==> src/design/ppmdec_pkg.sv <==
// ppmdec_pkg: shared types, constants and helpers of the ppm p6 stream decoder
// used by ppmdec_luma and ppm_p6_stream_decoder_core, depends on nothing
package ppmdec_pkg;

	// image geometry accepted by the decoder (square images only)
	localparam int unsigned IMAGE_SIDE  = 64;
	localparam int unsigned PIXEL_TOTAL = IMAGE_SIDE * IMAGE_SIDE;
	localparam int unsigned INDEX_W     = 12;
	localparam int unsigned PIX_CNT_W   =
		($clog2(PIXEL_TOTAL) > INDEX_W) ? $clog2(PIXEL_TOTAL) : INDEX_W;

	localparam int unsigned NUM_W = 16;
	localparam logic [NUM_W-1:0] NUM_MAX    = '1;
	localparam logic [NUM_W-1:0] MAXVAL_REQ = NUM_W'(255);
	localparam logic [NUM_W-1:0] SIDE_REQ   = NUM_W'(IMAGE_SIDE);

	localparam logic [7:0] CHAR_P    = 8'h50;
	localparam logic [7:0] CHAR_6    = 8'h36;
	localparam logic [7:0] CHAR_HASH = 8'h23;
	localparam logic [7:0] CHAR_LF   = 8'h0A;
	localparam logic [7:0] CHAR_ZERO = 8'h30;
	localparam logic [7:0] CHAR_NINE = 8'h39;
	localparam logic [7:0] CHAR_SP   = 8'h20;
	localparam logic [7:0] CHAR_TAB  = 8'h09;
	localparam logic [7:0] CHAR_CR   = 8'h0D;

	// bt.601 weights in 16-bit fixed point, sum of weights is exactly 65536
	localparam int unsigned LUMA_SUM_W = 25;
	localparam logic [15:0] LUMA_W_R   = 16'd19595;
	localparam logic [15:0] LUMA_W_G   = 16'd38470;
	localparam logic [15:0] LUMA_W_B   = 16'd7471;
	localparam logic [15:0] LUMA_ROUND = 16'd32768;

	typedef enum logic [3:0] {
		PH_IDLE,
		PH_MAGIC2,
		PH_SKIP,
		PH_NUM,
		PH_PIXELS,
		PH_DONE,
		PH_DEAD
	} phase_t;

	typedef enum logic [2:0] {
		ST_PIXEL,
		ST_MAGIC,
		ST_MALFORMED,
		ST_NOSEP,
		ST_SIZE,
		ST_TRUNC
	} status_t;

	function automatic logic is_ws(input logic [7:0] b);
		return (b == CHAR_SP) || ((b >= CHAR_TAB) && (b <= CHAR_CR));
	endfunction

	function automatic logic is_digit(input logic [7:0] b);
		return (b >= CHAR_ZERO) && (b <= CHAR_NINE);
	endfunction

endpackage

==> src/design/ppmdec_luma.sv <==
// ppmdec_luma: rounded and clamped bt.601 luma of one rgb pixel
// depends on ppmdec_pkg for the fixed-point weights
module ppmdec_luma (
	input  logic [7:0] red,
	input  logic [7:0] green,
	input  logic [7:0] blue,
	output logic [7:0] luma
);

	localparam int unsigned SW = ppmdec_pkg::LUMA_SUM_W;

	logic [SW-1:0] sum;

	assign sum = SW'(red)   * SW'(ppmdec_pkg::LUMA_W_R)
	           + SW'(green) * SW'(ppmdec_pkg::LUMA_W_G)
	           + SW'(blue)  * SW'(ppmdec_pkg::LUMA_W_B)
	           + SW'(ppmdec_pkg::LUMA_ROUND);

	// integer part above 255 saturates
	assign luma = (sum[SW-1:16] > (SW-16)'(255)) ? 8'hFF : sum[23:16];

endmodule

==> src/design/ppm_p6_stream_decoder_core.sv <==
// ppm_p6_stream_decoder_core: top level of the ppm p6 byte-stream decoder
// depends on ppmdec_pkg and ppmdec_luma
//
// Takes one file byte per request and gives at most one result per byte: a pixel
// (status 0) with its rgb, luma, raster index and last flag, or one error code.
// One byte is accepted every cycle while in_stall is low; a request is registered on entry and
// parsed from the entry register, and its result is loaded into the output register when the
// byte leaves the entry register. in_stall
// rises only when the byte in the entry register makes a result while the output
// register still holds one that is stalled. The header must give a width and height
// of IMAGE_SIDE and a maxval of 255; after an error the bytes are dropped until the
// next start of file.
module ppm_p6_stream_decoder_core (
	input  logic        clk,
	input  logic        arst_n,
	input  logic        in_valid,
	output logic        in_stall,
	input  logic [7:0]  data_byte,
	input  logic        start_of_file,
	input  logic        end_of_file,
	output logic        out_valid,
	input  logic        out_stall,
	output logic [2:0]  status,
	output logic [7:0]  red,
	output logic [7:0]  green,
	output logic [7:0]  blue,
	output logic [7:0]  luma,
	output logic [11:0] pixel_index,
	output logic        last_pixel
);

	localparam int unsigned CW = ppmdec_pkg::PIX_CNT_W;
	localparam int unsigned NW = ppmdec_pkg::NUM_W;
	localparam int unsigned AW = NW + 4;

	// entry register
	logic       valid_s1;
	logic [7:0] byte_s1;
	logic       sof_s1;
	logic       eof_s1;

	// parser state
	ppmdec_pkg::phase_t phase_q, phase_d;
	logic [1:0]    token_q, token_d;
	logic          comment_q, comment_d;
	logic [NW-1:0] acc_q, acc_d;
	logic [NW-1:0] width_q, width_d;
	logic [NW-1:0] height_q, height_d;
	logic [1:0]    slot_q, slot_d;
	logic [7:0]    red_q, red_d;
	logic [7:0]    green_q, green_d;
	logic [CW-1:0] cnt_q, cnt_d;

	// result register
	logic                out_valid_q;
	ppmdec_pkg::status_t status_q;
	logic [7:0]          red_out_q;
	logic [7:0]          green_out_q;
	logic [7:0]          blue_out_q;
	logic [7:0]          luma_out_q;
	logic [11:0]         index_out_q;
	logic                last_out_q;

	logic                res_valid;
	ppmdec_pkg::status_t res_status;
	logic                adv_s1;
	logic                out_free;
	logic                b_ws;
	logic                b_digit;
	logic                b_hash;
	logic [3:0]          digit_val;
	logic [AW-1:0]       acc_x10;
	logic [NW-1:0]       acc_sat;
	logic                size_bad;
	logic                last_hit;
	logic [7:0]          luma_val;

	assign b_ws      = ppmdec_pkg::is_ws(byte_s1);
	assign b_digit   = ppmdec_pkg::is_digit(byte_s1);
	assign b_hash    = (byte_s1 == ppmdec_pkg::CHAR_HASH);
	assign digit_val = 4'(byte_s1 - ppmdec_pkg::CHAR_ZERO);
	assign acc_x10   = AW'(acc_q) * AW'(10) + AW'(digit_val);
	assign acc_sat   = (acc_x10 > AW'(ppmdec_pkg::NUM_MAX)) ? ppmdec_pkg::NUM_MAX
	                                                       : acc_x10[NW-1:0];
	assign size_bad  = (width_q != ppmdec_pkg::SIDE_REQ) ||
	                   (height_q != ppmdec_pkg::SIDE_REQ) ||
	                   (acc_q != ppmdec_pkg::MAXVAL_REQ);
	assign last_hit  = (cnt_q == CW'(ppmdec_pkg::PIXEL_TOTAL - 1));

	ppmdec_luma u_luma (
		.red   (red_q),
		.green (green_q),
		.blue  (byte_s1),
		.luma  (luma_val)
	);

	// next parser state
	always_comb begin
		phase_d   = phase_q;
		token_d   = token_q;
		comment_d = comment_q;
		acc_d     = acc_q;
		width_d   = width_q;
		height_d  = height_q;
		slot_d    = slot_q;
		red_d     = red_q;
		green_d   = green_q;
		cnt_d     = cnt_q;
		if (eof_s1) begin
			phase_d = ppmdec_pkg::PH_IDLE;
		end else if (sof_s1) begin
			token_d   = '0;
			comment_d = 1'b0;
			acc_d     = '0;
			width_d   = '0;
			height_d  = '0;
			slot_d    = '0;
			red_d     = '0;
			green_d   = '0;
			cnt_d     = '0;
			phase_d   = (byte_s1 == ppmdec_pkg::CHAR_P) ? ppmdec_pkg::PH_MAGIC2
			                                            : ppmdec_pkg::PH_DEAD;
		end else begin
			case (phase_q)
				ppmdec_pkg::PH_MAGIC2: begin
					phase_d = (byte_s1 == ppmdec_pkg::CHAR_6) ? ppmdec_pkg::PH_SKIP
					                                          : ppmdec_pkg::PH_DEAD;
				end
				ppmdec_pkg::PH_SKIP: begin
					if (comment_q) begin
						if (byte_s1 == ppmdec_pkg::CHAR_LF) comment_d = 1'b0;
					end else if (b_ws) begin
						phase_d = ppmdec_pkg::PH_SKIP;
					end else if (b_hash) begin
						comment_d = 1'b1;
					end else if (b_digit) begin
						acc_d   = NW'(digit_val);
						phase_d = ppmdec_pkg::PH_NUM;
					end else begin
						phase_d = ppmdec_pkg::PH_DEAD;
					end
				end
				ppmdec_pkg::PH_NUM: begin
					if (b_digit) begin
						acc_d = acc_sat;
					end else if (token_q < 2'd2) begin
						if (token_q == 2'd0) width_d = acc_q;
						else height_d = acc_q;
						token_d = token_q + 2'd1;
						// the ending byte is handled as a skipped byte
						if (b_ws) phase_d = ppmdec_pkg::PH_SKIP;
						else if (b_hash) begin
							phase_d   = ppmdec_pkg::PH_SKIP;
							comment_d = 1'b1;
						end else phase_d = ppmdec_pkg::PH_DEAD;
					end else if (!b_ws || size_bad) begin
						phase_d = ppmdec_pkg::PH_DEAD;
					end else begin
						phase_d = ppmdec_pkg::PH_PIXELS;
						slot_d  = '0;
						cnt_d   = '0;
					end
				end
				ppmdec_pkg::PH_PIXELS: begin
					case (slot_q)
						2'd0: begin
							red_d  = byte_s1;
							slot_d = 2'd1;
						end
						2'd1: begin
							green_d = byte_s1;
							slot_d  = 2'd2;
						end
						default: begin
							slot_d = 2'd0;
							cnt_d  = cnt_q + CW'(1);
							if (last_hit) phase_d = ppmdec_pkg::PH_DONE;
						end
					endcase
				end
				default: phase_d = phase_q;
			endcase
		end
	end

	// result of the byte in the entry register
	always_comb begin
		res_valid  = 1'b0;
		res_status = ppmdec_pkg::ST_PIXEL;
		if (eof_s1) begin
			res_valid  = phase_q inside {ppmdec_pkg::PH_MAGIC2, ppmdec_pkg::PH_SKIP,
			                             ppmdec_pkg::PH_NUM, ppmdec_pkg::PH_PIXELS};
			res_status = ppmdec_pkg::ST_TRUNC;
		end else if (sof_s1) begin
			res_valid  = (byte_s1 != ppmdec_pkg::CHAR_P);
			res_status = ppmdec_pkg::ST_MAGIC;
		end else begin
			case (phase_q)
				ppmdec_pkg::PH_MAGIC2: begin
					res_valid  = (byte_s1 != ppmdec_pkg::CHAR_6);
					res_status = ppmdec_pkg::ST_MAGIC;
				end
				ppmdec_pkg::PH_SKIP: begin
					res_valid  = !comment_q && !b_ws && !b_hash && !b_digit;
					res_status = ppmdec_pkg::ST_MALFORMED;
				end
				ppmdec_pkg::PH_NUM: begin
					if (b_digit) begin
						res_valid = 1'b0;
					end else if (token_q < 2'd2) begin
						res_valid  = !b_ws && !b_hash;
						res_status = ppmdec_pkg::ST_MALFORMED;
					end else if (!b_ws) begin
						res_valid  = 1'b1;
						res_status = ppmdec_pkg::ST_NOSEP;
					end else begin
						res_valid  = size_bad;
						res_status = ppmdec_pkg::ST_SIZE;
					end
				end
				ppmdec_pkg::PH_PIXELS: begin
					res_valid  = (slot_q >= 2'd2);
					res_status = ppmdec_pkg::ST_PIXEL;
				end
				default: res_valid = 1'b0;
			endcase
		end
	end

	// a byte with no result leaves the entry register even when the output is held
	assign out_free = !out_valid_q || !out_stall;
	assign adv_s1   = valid_s1 && (out_free || !res_valid);
	assign in_stall = valid_s1 && !adv_s1;

	always_ff @(posedge clk or negedge arst_n) begin
		if (!arst_n) begin
			valid_s1 <= 1'b0;
		end else if (!in_stall) begin
			valid_s1 <= in_valid;
		end
	end

	always_ff @(posedge clk) begin
		if (in_valid && !in_stall) begin
			byte_s1 <= data_byte;
			sof_s1  <= start_of_file;
			eof_s1  <= end_of_file;
		end
	end

	always_ff @(posedge clk or negedge arst_n) begin
		if (!arst_n) begin
			phase_q   <= ppmdec_pkg::PH_IDLE;
			token_q   <= '0;
			comment_q <= 1'b0;
			acc_q     <= '0;
			width_q   <= '0;
			height_q  <= '0;
			slot_q    <= '0;
			red_q     <= '0;
			green_q   <= '0;
			cnt_q     <= '0;
		end else if (adv_s1) begin
			phase_q   <= phase_d;
			token_q   <= token_d;
			comment_q <= comment_d;
			acc_q     <= acc_d;
			width_q   <= width_d;
			height_q  <= height_d;
			slot_q    <= slot_d;
			red_q     <= red_d;
			green_q   <= green_d;
			cnt_q     <= cnt_d;
		end
	end

	always_ff @(posedge clk or negedge arst_n) begin
		if (!arst_n) begin
			out_valid_q <= 1'b0;
		end else if (adv_s1 && res_valid) begin
			out_valid_q <= 1'b1;
		end else if (!out_stall) begin
			out_valid_q <= 1'b0;
		end
	end

	always_ff @(posedge clk) begin
		if (adv_s1 && res_valid) begin
			status_q <= res_status;
			if (res_status == ppmdec_pkg::ST_PIXEL) begin
				red_out_q   <= red_q;
				green_out_q <= green_q;
				blue_out_q  <= byte_s1;
				luma_out_q  <= luma_val;
				index_out_q <= cnt_q[11:0];
				last_out_q  <= last_hit;
			end else begin
				red_out_q   <= '0;
				green_out_q <= '0;
				blue_out_q  <= '0;
				luma_out_q  <= '0;
				index_out_q <= '0;
				last_out_q  <= 1'b0;
			end
		end
	end

	assign out_valid   = out_valid_q;
	assign status      = status_q;
	assign red         = red_out_q;
	assign green       = green_out_q;
	assign blue        = blue_out_q;
	assign luma        = luma_out_q;
	assign pixel_index = index_out_q;
	assign last_pixel  = last_out_q;

endmodule

==> config.mk <==
export PLATFORM = sky130hd
export DESIGN_NAME = ppm_p6_stream_decoder_core
export DESIGN_NICKNAME = d
export VERILOG_FILES = /design/src/design/ppmdec_pkg.sv /design/src/design/ppmdec_luma.sv /design/src/design/ppm_p6_stream_decoder_core.sv
export SDC_FILE = /design/constraint.sdc
export NUM_CORES = 1
export LEC_CHECK = 0
export BUFFER_PORTS_ARGS = -buffer_cell sky130_fd_sc_hd__buf_2
export CORE_MARGIN = 2
export CORE_UTILIZATION = 69
export CTS_CLUSTER_SIZE = 40
export DETAILED_ROUTE_END_ITERATION = 12
export PLACE_DENSITY = 0.95
export SETUP_SLACK_MARGIN = 0.3
export SLEW_MARGIN = 10
export SYNTH_ARGS = -nofsm -noshare
export SYNTH_HDL_FRONTEND = slang
export SYNTH_SLANG_ARGS = --single-unit
==> constraint.sdc <==
create_clock -name clk -period 14.9 [get_ports clk]
set_input_delay 3.725 -clock clk [delete_from_list [all_inputs] [get_ports clk]]
set_output_delay 3.725 -clock clk [all_outputs]
set_load 0.1 [all_outputs]
Word level (Yosys, flattened, before mapping)
Cells that the tools add are included.
Storage, ports and cells
  logic and storage cells: 208
  flip-flop bits (word level): 145
  output and inout port bits: 50
Cells by class
  muxes and demuxes: 81
  bitwise operators: 1
  eq/ne operators: 36
  multipliers: 4
  $add $sub $neg: 7
  magnitude comparators: 8
  reductions and logical operators: 49
Operators by type and width (number)
  2-to-1 mux 16 bit: 17
  2-to-1 mux 12 bit: 5
  2-to-1 mux 8 bit: 7
  multiplier 8 x 15 -> 23 bit, second input constant: 2
  2-to-1 mux 4 bit: 9
  != test 3 bit, second input constant: 11
  != test 16 x 7 -> 1 bit, second input constant: 2
  one-hot mux 16 bit (2 select lines): 1
  2-to-1 mux 3 bit: 10
  adder 23 x 24 -> 25 bit: 1
  adder 25 x 16 -> 25 bit, second input constant: 1
  adder 25 x 21 -> 25 bit: 1
  == test 8 x 6 -> 1 bit, second input constant: 3
  one-hot mux 12 bit (2 select lines): 1
  multiplier 8 x 13 -> 21 bit, second input constant: 1
  AND reduction 7 bit: 3
  adder 20 x 4 -> 20 bit: 1
  > comparator 20 x 16 -> 1 bit, second input constant: 1
  multiplier 16 x 3 -> 19 bit, second input constant: 1
  2-to-1 mux 2 bit: 9
  AND reduction 6 bit: 3
  2-to-1 mux 1 bit: 16
  != test 16 x 8 -> 1 bit, second input constant: 1
  != test 4 bit, second input constant: 4
  42 further kinds: 75

Longest topological paths before layout
Gate-level depths: netlist of the first run.
  depth after elaboration: 17
  mapped depth: 30
  mapped depth without buffers: 30

Cells and area by module
A second synthesis of the first run with hierarchy kept.
Unflattened totals
  cell total of the unflattened synthesis: 1399
  area, all modules: 14340.0 µm²
By module, submodules not included
  ppm_p6_stream_decoder_core: instances 1, area each 7983.9 µm², cells an instance 728
  ppmdec_luma: instances 1, area each 6356.1 µm², cells an instance 671

Worst setup path before layout of the first run
No wires, ideal clock.
  path kind: in2out
  start point: input port out_stall
  end point: output port in_stall
  data arrival time: 5.211 ns
  data required time: 11.175 ns
  path buffers: 0
  setup slack: 5.964 ns
  cell stages on the path: 2
  cells stage by stage: nand2_1 -> nor2_1
Between the ends
  cells in the longest elaborated chain, start to end: 6
Ends and longest elaborated chain
  from (decl): RTL line ppm_p6_stream_decoder_core.sv:22  | input logic out_stall,
  zero test 1 bit
  logical OR 1 bit: RTL line ppm_p6_stream_decoder_core.sv:231  | assign out_free = !out_valid_q || !out_stall;
  logical OR 1 bit: RTL line ppm_p6_stream_decoder_core.sv:232  | assign adv_s1 = valid_s1 && (out_free || !res_valid);
  logical AND 1 bit: RTL line ppm_p6_stream_decoder_core.sv:232
  zero test 1 bit: RTL line ppm_p6_stream_decoder_core.sv:233  | assign in_stall = valid_s1 && !adv_s1;
  logical AND 1 bit: RTL line ppm_p6_stream_decoder_core.sv:233
  to (decl): RTL line ppm_p6_stream_decoder_core.sv:17  | output logic in_stall,
Every way passes these cells.

Worst setup path after layout of the first run
Ends and elaborated chain as after synthesis.

==> results of run 1 <==
==> Yosys cell counts, drive strengths merged (11+ instances only) <==
library cell / instances / area [um^2]
fa: 121 / 2420
ha: 211 / 2640
nand2: 40 / 150
nor2: 81 / 309
a21oi: 51 / 259
and2: 26 / 163
dfrtp: 86 / 2150
and3: 15 / 93.8
mux2i: 19 / 194
xor2: 15 / 131
a31oi: 18 / 113
o21ai: 39 / 199
nor3: 21 / 105
inv: 246 / 923
edfxtp: 58 / 1740
nor2b: 25 / 156
nand3: 19 / 100
nand4: 11 / 75.1
clkbuf: 20 / 76.3
mux2: 53 / 597
xnor2: 28 / 245
==> registers in the layout, summed over array words and instances (netlist names), 2 cells and up <==
name and cells:
acc_q 16, blue 8, byte_s1 8, cnt_q 12
green 8, green_q 8, height_q 16, luma 8
phase_q 3, pixel_index 12, red 8, red_q 8
slot_q 2, status 3, token_q 2, width_q 16
==> critical path: cells and delay by family <==
family                 cells  cell delay (ps)
buffers and inverters      2              570
and+or+nand+nor            2              330
==> metal layers <==
metal	track usage	vias up
met1	0.416	5143
met5	0	-
met4	0.176	0
li1	-	4705
met2	0.592	595
met3	0.0653	151
==> worst paths after layout <==
check,start,endpoint,slack [ps],cells after the start
hold / removal,height_q[14],height_q[14],520,1
setup / recovery,out_stall,in_stall,6550,4
min in group asynchronous,arst_n,cnt_q[9],3500,1
setup reg to reg,green_q[6],luma[4],6740,28
max in group asynchronous,arst_n,height_q[9],10650,1
hold reg to reg,height_q[14],height_q[14],520,1
==> kinds of logic after synthesis <==
| group | after synthesis |
|---|---|
| DFF | 144 |
| xor gates and xnor gates | 43 |
| and+or+nand+nor | 296 |
| buffers and inverters | 274 |
| muxes | 72 |
| AOI/OAI and AO/OA | 190 |
| adders and majority gates | 332 |
==> cell type report <==
type                            instances  area (um^2)  share of cell area
Timing Repair Buffer                   66          340              0.0224
Clock inverter                         15          195              0.0128
Tap cell                              270          338              0.0222
Clock buffer                           17          425              0.0280
Multi-Input combinational cell        933         9100               0.598
Sequential cell                       144         3890               0.256
Inverter                              246          923              0.0607
==> per-stage QoR <==
stage	hold slack (ps)	worst slack [ps]	cell area [um^2]	utilization	instances
3_5_place_dp	495	6560	14600	0.726	1659
6_report	518	6550	15200	0.757	1691
3_3_place_gp	488	6580	14600	0.726	1659
4_1_cts	518	6550	15200	0.757	1691
5_1_grt	533	6240	15200	0.757	1691
2_1_floorplan	470	5960	14000	-	1351
==> impl_metrics.env, run 1 <==
export IMPL_outcome="finished clean"
export IMPL_yosysWarnings=0
export IMPL_fin_tns_setup_ps=0
export IMPL_drt_met1_wl_um=13400
export IMPL_die_y_um=147
export IMPL_die_area_um2=21500
export IMPL_h_tree_depth=4
export IMPL_tightest_slew_ps=1160
export IMPL_synth_fa_ha_area_frac=0.361
export IMPL_synthSimpleGateAreaFrac=0.113
export IMPL_num_antenna_cells=0
export IMPL_cts_buffer_depth=2
export IMPL_slew_viol_final=0
export IMPL_coreArea_um2=20100
export IMPL_layout_nets=1754
export IMPL_cpMostUsedCell="buf_2"
export IMPL_synth_edf_count=58
export IMPL_cts_buffers=17
export IMPL_insertion_delay_ps=450
export IMPL_vias=10600
export IMPL_drc_errors=0
export IMPL_met3_length_um=2580
export IMPL_grt_ovfl_total=0
export IMPL_dp_hpwl_um=25900
export IMPL_numPortBuffers=63
export IMPL_crit_type="primary input to primary output"
export IMPL_hold_viol_final=0
export IMPL_drt_initial_drc_count=912
export IMPL_wl_um=35500
export IMPL_detail_route_wl_per_cell_um=21.0
export IMPL_finalCriticalPeriod_ps=8350
export IMPL_hold_class="register to register"
export IMPL_synth_top_family_by_area="adder cells"
export IMPL_ctsHoldBuffers=0
export IMPL_skew_ps=20.9
export IMPL_cp_data_required_time_ps=11180
export IMPL_critPathLaunchType="primary input"
export IMPL_crit_fanout=8
export IMPL_clock_sinks=144
export IMPL_syn2layout_area_growth_pct=8.48
export IMPL_drive_above_1_share=0.125
export IMPL_ys_seq_elements=144
export IMPL_syn_mean_instance_area_um2=10.4
export IMPL_grt_pass1_wl_um=57700
export IMPL_boundaryPins=64
export IMPL_drtAntennaViolNets=0
export IMPL_synth_compound_area_share=0.0904
export IMPL_netlist_instances=1351
export IMPL_place_gp_congestion=0.947
export IMPL_final_cell_mix="246 x inv_1, 211 x ha_1, 121 x fa_1, 86 x dfrtp_1, 79 x nor2_1"
export IMPL_max_cap_violations=0
export IMPL_vias_per_cell=6.26
export IMPL_cts_repair_resized=0
export IMPL_wl_met2_um=17700
export IMPL_antenna_found_initial=0
export IMPL_first_pass_iters=6
export IMPL_cts_root_buf="clkbuf_16"
export IMPL_top_layer="met4"
export IMPL_fill_cells=1179
export IMPL_period_share=0.560
export IMPL_post_cts_buffers=0
export IMPL_ys_seq_area_frac=0.278
export IMPL_first_global_vias=11200
export IMPL_grt_max_degree=87
export IMPL_async_reset_ff_frac=0.597
export IMPL_setup_violations=0
export IMPL_initial_core_util=0.698
export IMPL_synth_mux_area_frac=0.0564
export IMPL_track_usage=0.345
export IMPL_cts_clk_slew_worst_paths_ps=70
export IMPL_cts_tree="done"
export IMPL_synth_ff_type="dfrtp_1"
export IMPL_cp_end_kind="primary output"
export IMPL_syn_nets=1697
export IMPL_critPathMaxStageDelay_ps=440
export IMPL_slew_headroom=0.219
export IMPL_crit_chain="buf_2 > nand2_1 > nor2_1 > buf_2"
export IMPL_layout_commonest_cell="inv_1"
export IMPL_max_freq_mhz=120
export IMPL_rsz0062_at_grt="no"
export IMPL_die_w_um=147
export IMPL_cp_data_arrival_time_ps=4620
export IMPL_slowest_stage="buf_2"
export IMPL_synth_distinct_cells=73
export IMPL_syn_area_um2=14000
export IMPL_synth_xor_area_frac=0.0268
export IMPL_row_count=52
Power of run 1 is not shown: default switching activity piles up to over one toggle a cycle in this logic, so the estimate is an artifact.
==> run 2: changes to the inputs <==
ABC_AREA = 1   (was default)
CORE_UTILIZATION = 64   (was 69)
PLACE_DENSITY = 0.94   (was 0.95)
clock period = 8.4 ns   (was 14.9 ns; I/O delays follow)
==> run 2 against run 1 <==
- cell count rose by 34%
- utilization fell by 5.2 points
- first-iteration DRC count rose by 40%
- flip-flop and latch count did not move
- global-route usage fell by 2.4 points
- synthesized cell count rose by 39%
- critical path type is now register to register
- critical endpoint is now luma[7]
- largest cell class unchanged
- highest routed layer unchanged
==> impl_metrics.env, run 2 <==
export IMPL_drc_errors=0
export IMPL_cts_buffers=17
export IMPL_die_area_um2=25200
export IMPL_row_count=56
export IMPL_cp_data_required_time_ps=8570
export IMPL_period_share=0.944
export IMPL_grt_max_degree=84
export IMPL_grt_pass1_wl_um=64900
export IMPL_finalCriticalPeriod_ps=7930
export IMPL_fill_cells=1619
export IMPL_vias_per_cell=5.86
export IMPL_skew_ps=18.3
export IMPL_insertion_delay_ps=460
export IMPL_clock_sinks=144
export IMPL_numPortBuffers=63
export IMPL_cts_clk_slew_worst_paths_ps=80
export IMPL_rsz0062_at_grt="no"
export IMPL_detail_route_wl_per_cell_um=17.3
export IMPL_async_reset_ff_frac=0.597
export IMPL_yosysWarnings=0
export IMPL_layout_commonest_cell="nand2_1"
export IMPL_first_pass_iters=7
export IMPL_tightest_slew_ps=1200
export IMPL_cp_end_kind="register"
export IMPL_critPathLaunchType="register"
export IMPL_synth_common_cells="386 x nand2_1, 371 x inv_1, 211 x ha_1"
export IMPL_track_usage=0.320
export IMPL_cts_buffer_depth=2
export IMPL_slowest_stage="fa_1"
export IMPL_fin_tns_setup_ps=0
export IMPL_synth_top_area_cell="ha_1"
export IMPL_crit_type="register to register"
export IMPL_initial_core_util=0.654
export IMPL_grt_ovfl_total=0
export IMPL_drt_initial_drc_count=1274
export IMPL_layout_nets=2287
export IMPL_fin_util=0.705
export IMPL_vias=13300
export IMPL_slew_headroom=0.196
export IMPL_hold_viol_final=0
export IMPL_drive_above_1_share=0.0942
export IMPL_die_y_um=159
export IMPL_cts_root_buf="clkbuf_16"
export IMPL_final_cell_mix="386 x nand2_1, 370 x inv_1, 211 x ha_1, 164 x nor2_1, 121 x fa_1"
export IMPL_crit_fanout=8
export IMPL_yosysMostFrequentCell="nand2_1"
export IMPL_antenna_found_initial=0
export IMPL_ys_seq_elements=144
export IMPL_wl_um=39300
export IMPL_syn2layout_area_growth_pct=7.81
export IMPL_netlist_instances=1882
export IMPL_top_regs="acc_q: 16 flops, height_q: 16 flops, width_q: 16 flops"
export IMPL_slew_viol_final=0
export IMPL_synthDominantCellAreaShare=0.172
export IMPL_syn_nets=2228
export IMPL_outcome="finished clean"
export IMPL_setup_violations=0
export IMPL_multi_input_area_um2=9820
export IMPL_synth_distinct_cells=54
export IMPL_cpMostUsedCell="nand2_1"
export IMPL_hold_class="register to register"
export IMPL_boundaryPins=64
export IMPL_critPathMaxStageDelay_ps=560
export IMPL_regArea_um2=3900
export IMPL_cp_data_arrival_time_ps=8100
export IMPL_dp_hpwl_um=30100
export IMPL_max_cap_violations=0
export IMPL_h_tree_depth=4
export IMPL_syn_area_um2=15300
export IMPL_first_global_vias=13200
export IMPL_cts_tree="done"
export IMPL_synth_edf_count=58
export IMPL_place_inst=2240
export IMPL_syn_mean_instance_area_um2=8.15
export IMPL_synth_area_leaders="ha_1 17%, fa_1 16%, dfrtp_1 14%"
export IMPL_drtAntennaViolNets=0
export IMPL_place_gp_congestion=0.937
export IMPL_coreArea_um2=23500
export IMPL_synth_ff_type="dfrtp_1"
export IMPL_fin_cells=2273
export IMPL_max_freq_mhz=126
export IMPL_ys_seq_area_frac=0.254
export IMPL_die_w_um=159
export IMPL_num_antenna_cells=0
[run 2: changes by cell type in the layout (fill, tap and decap cells not counted), moves of 12 or more]
cell,change
inv_1,+124
nor2b_1,-25
nand4_1,+43
nand2_2,+33
mux2i_1,-18
nor2_1,+85
a31oi_1,-12
and3_1,-15
xnor2_1,-17
mux2_2,-53
and2_1,-26
nand2_1,+346
a21oi_1,+25
nand3_1,+85
[run 2: routing by layer]
layer	track usage	routed length, um	vias to the layer above
met2	0.522	18700	732
met1	0.414	15200	6287
met3	0.0711	3660	175
li1	-	-	6124
met5	0	0	-
met4	0.137	1790	0
[run 2: through the flow]
| stage | instance area [um^2] | worst slack [ps] | hold WS [ps] |
|---|---|---|---|
| detailed placement | 15900 | 660 | 460 |
| finish | 16500 | 471 | 474 |
| global placement | 15900 | 876 | 454 |
| floorplan | 15300 | 1310 | 442 |
| CTS | 16500 | 473 | 476 |
| global route | 16500 | 196 | 485 |
[run 2: repair_timing]
action,in CTS,in global routing
resized for setup,0,6
endpoints found under the setup margin,0,8
setup buffers,0,1
hold buffers,0,0
hold endpoints to repair,0,0
[run 2: path summary, 6_finish.rpt]
kind,endpoint,slack (ps),depth (start not counted),start
worst min-delay path,height_q[15],470,2,height_q[15]
worst max register to register,luma[7],470,33,green_q[5]
max in group asynchronous,green_q[6],5710,2,arst_n
worst max-delay path,luma[7],470,33,green_q[5]
min in group asynchronous,cnt_q[9],1430,1,arst_n
worst min register to register,height_q[15],470,2,height_q[15]
[run 2: area by class of cell]
cell class	instances	share of cell area
clock buffer	18	0.0272
timing repair buffer	67	0.0210
clock inverter	14	0.00984
inverter	387	0.0883
tap	319	0.0241
sequential	144	0.236
multi-input combinational	1324	0.594
[run 2: logic make-up (layout without fill, tap and decap cells)]
kind of cell / Yosys count / after routing / synth area share
buffers and inverters: 414 / 486 / 0.107
adders and majority gates: 332 / 332 / 0.330
AOI/OAI and AO/OA: 163 / 163 / 0.0618
xor gates and xnor gates: 27 / 27 / 0.0154
and+or+nand+nor: 802 / 802 / 0.232
DFF: 144 / 144 / 0.254
[run 2: critical path, delay by kind of cell (launching register included)]
family,cells,cell delay (ps)
adders and majority gates,10,4150
AOI/OAI and AO/OA,7,1260
and+or+nand+nor,9,1120
DFF,1,480
buffers and inverters,5,330
xor gates and xnor gates,2,320
Power of run 2 is left out for the same reason.
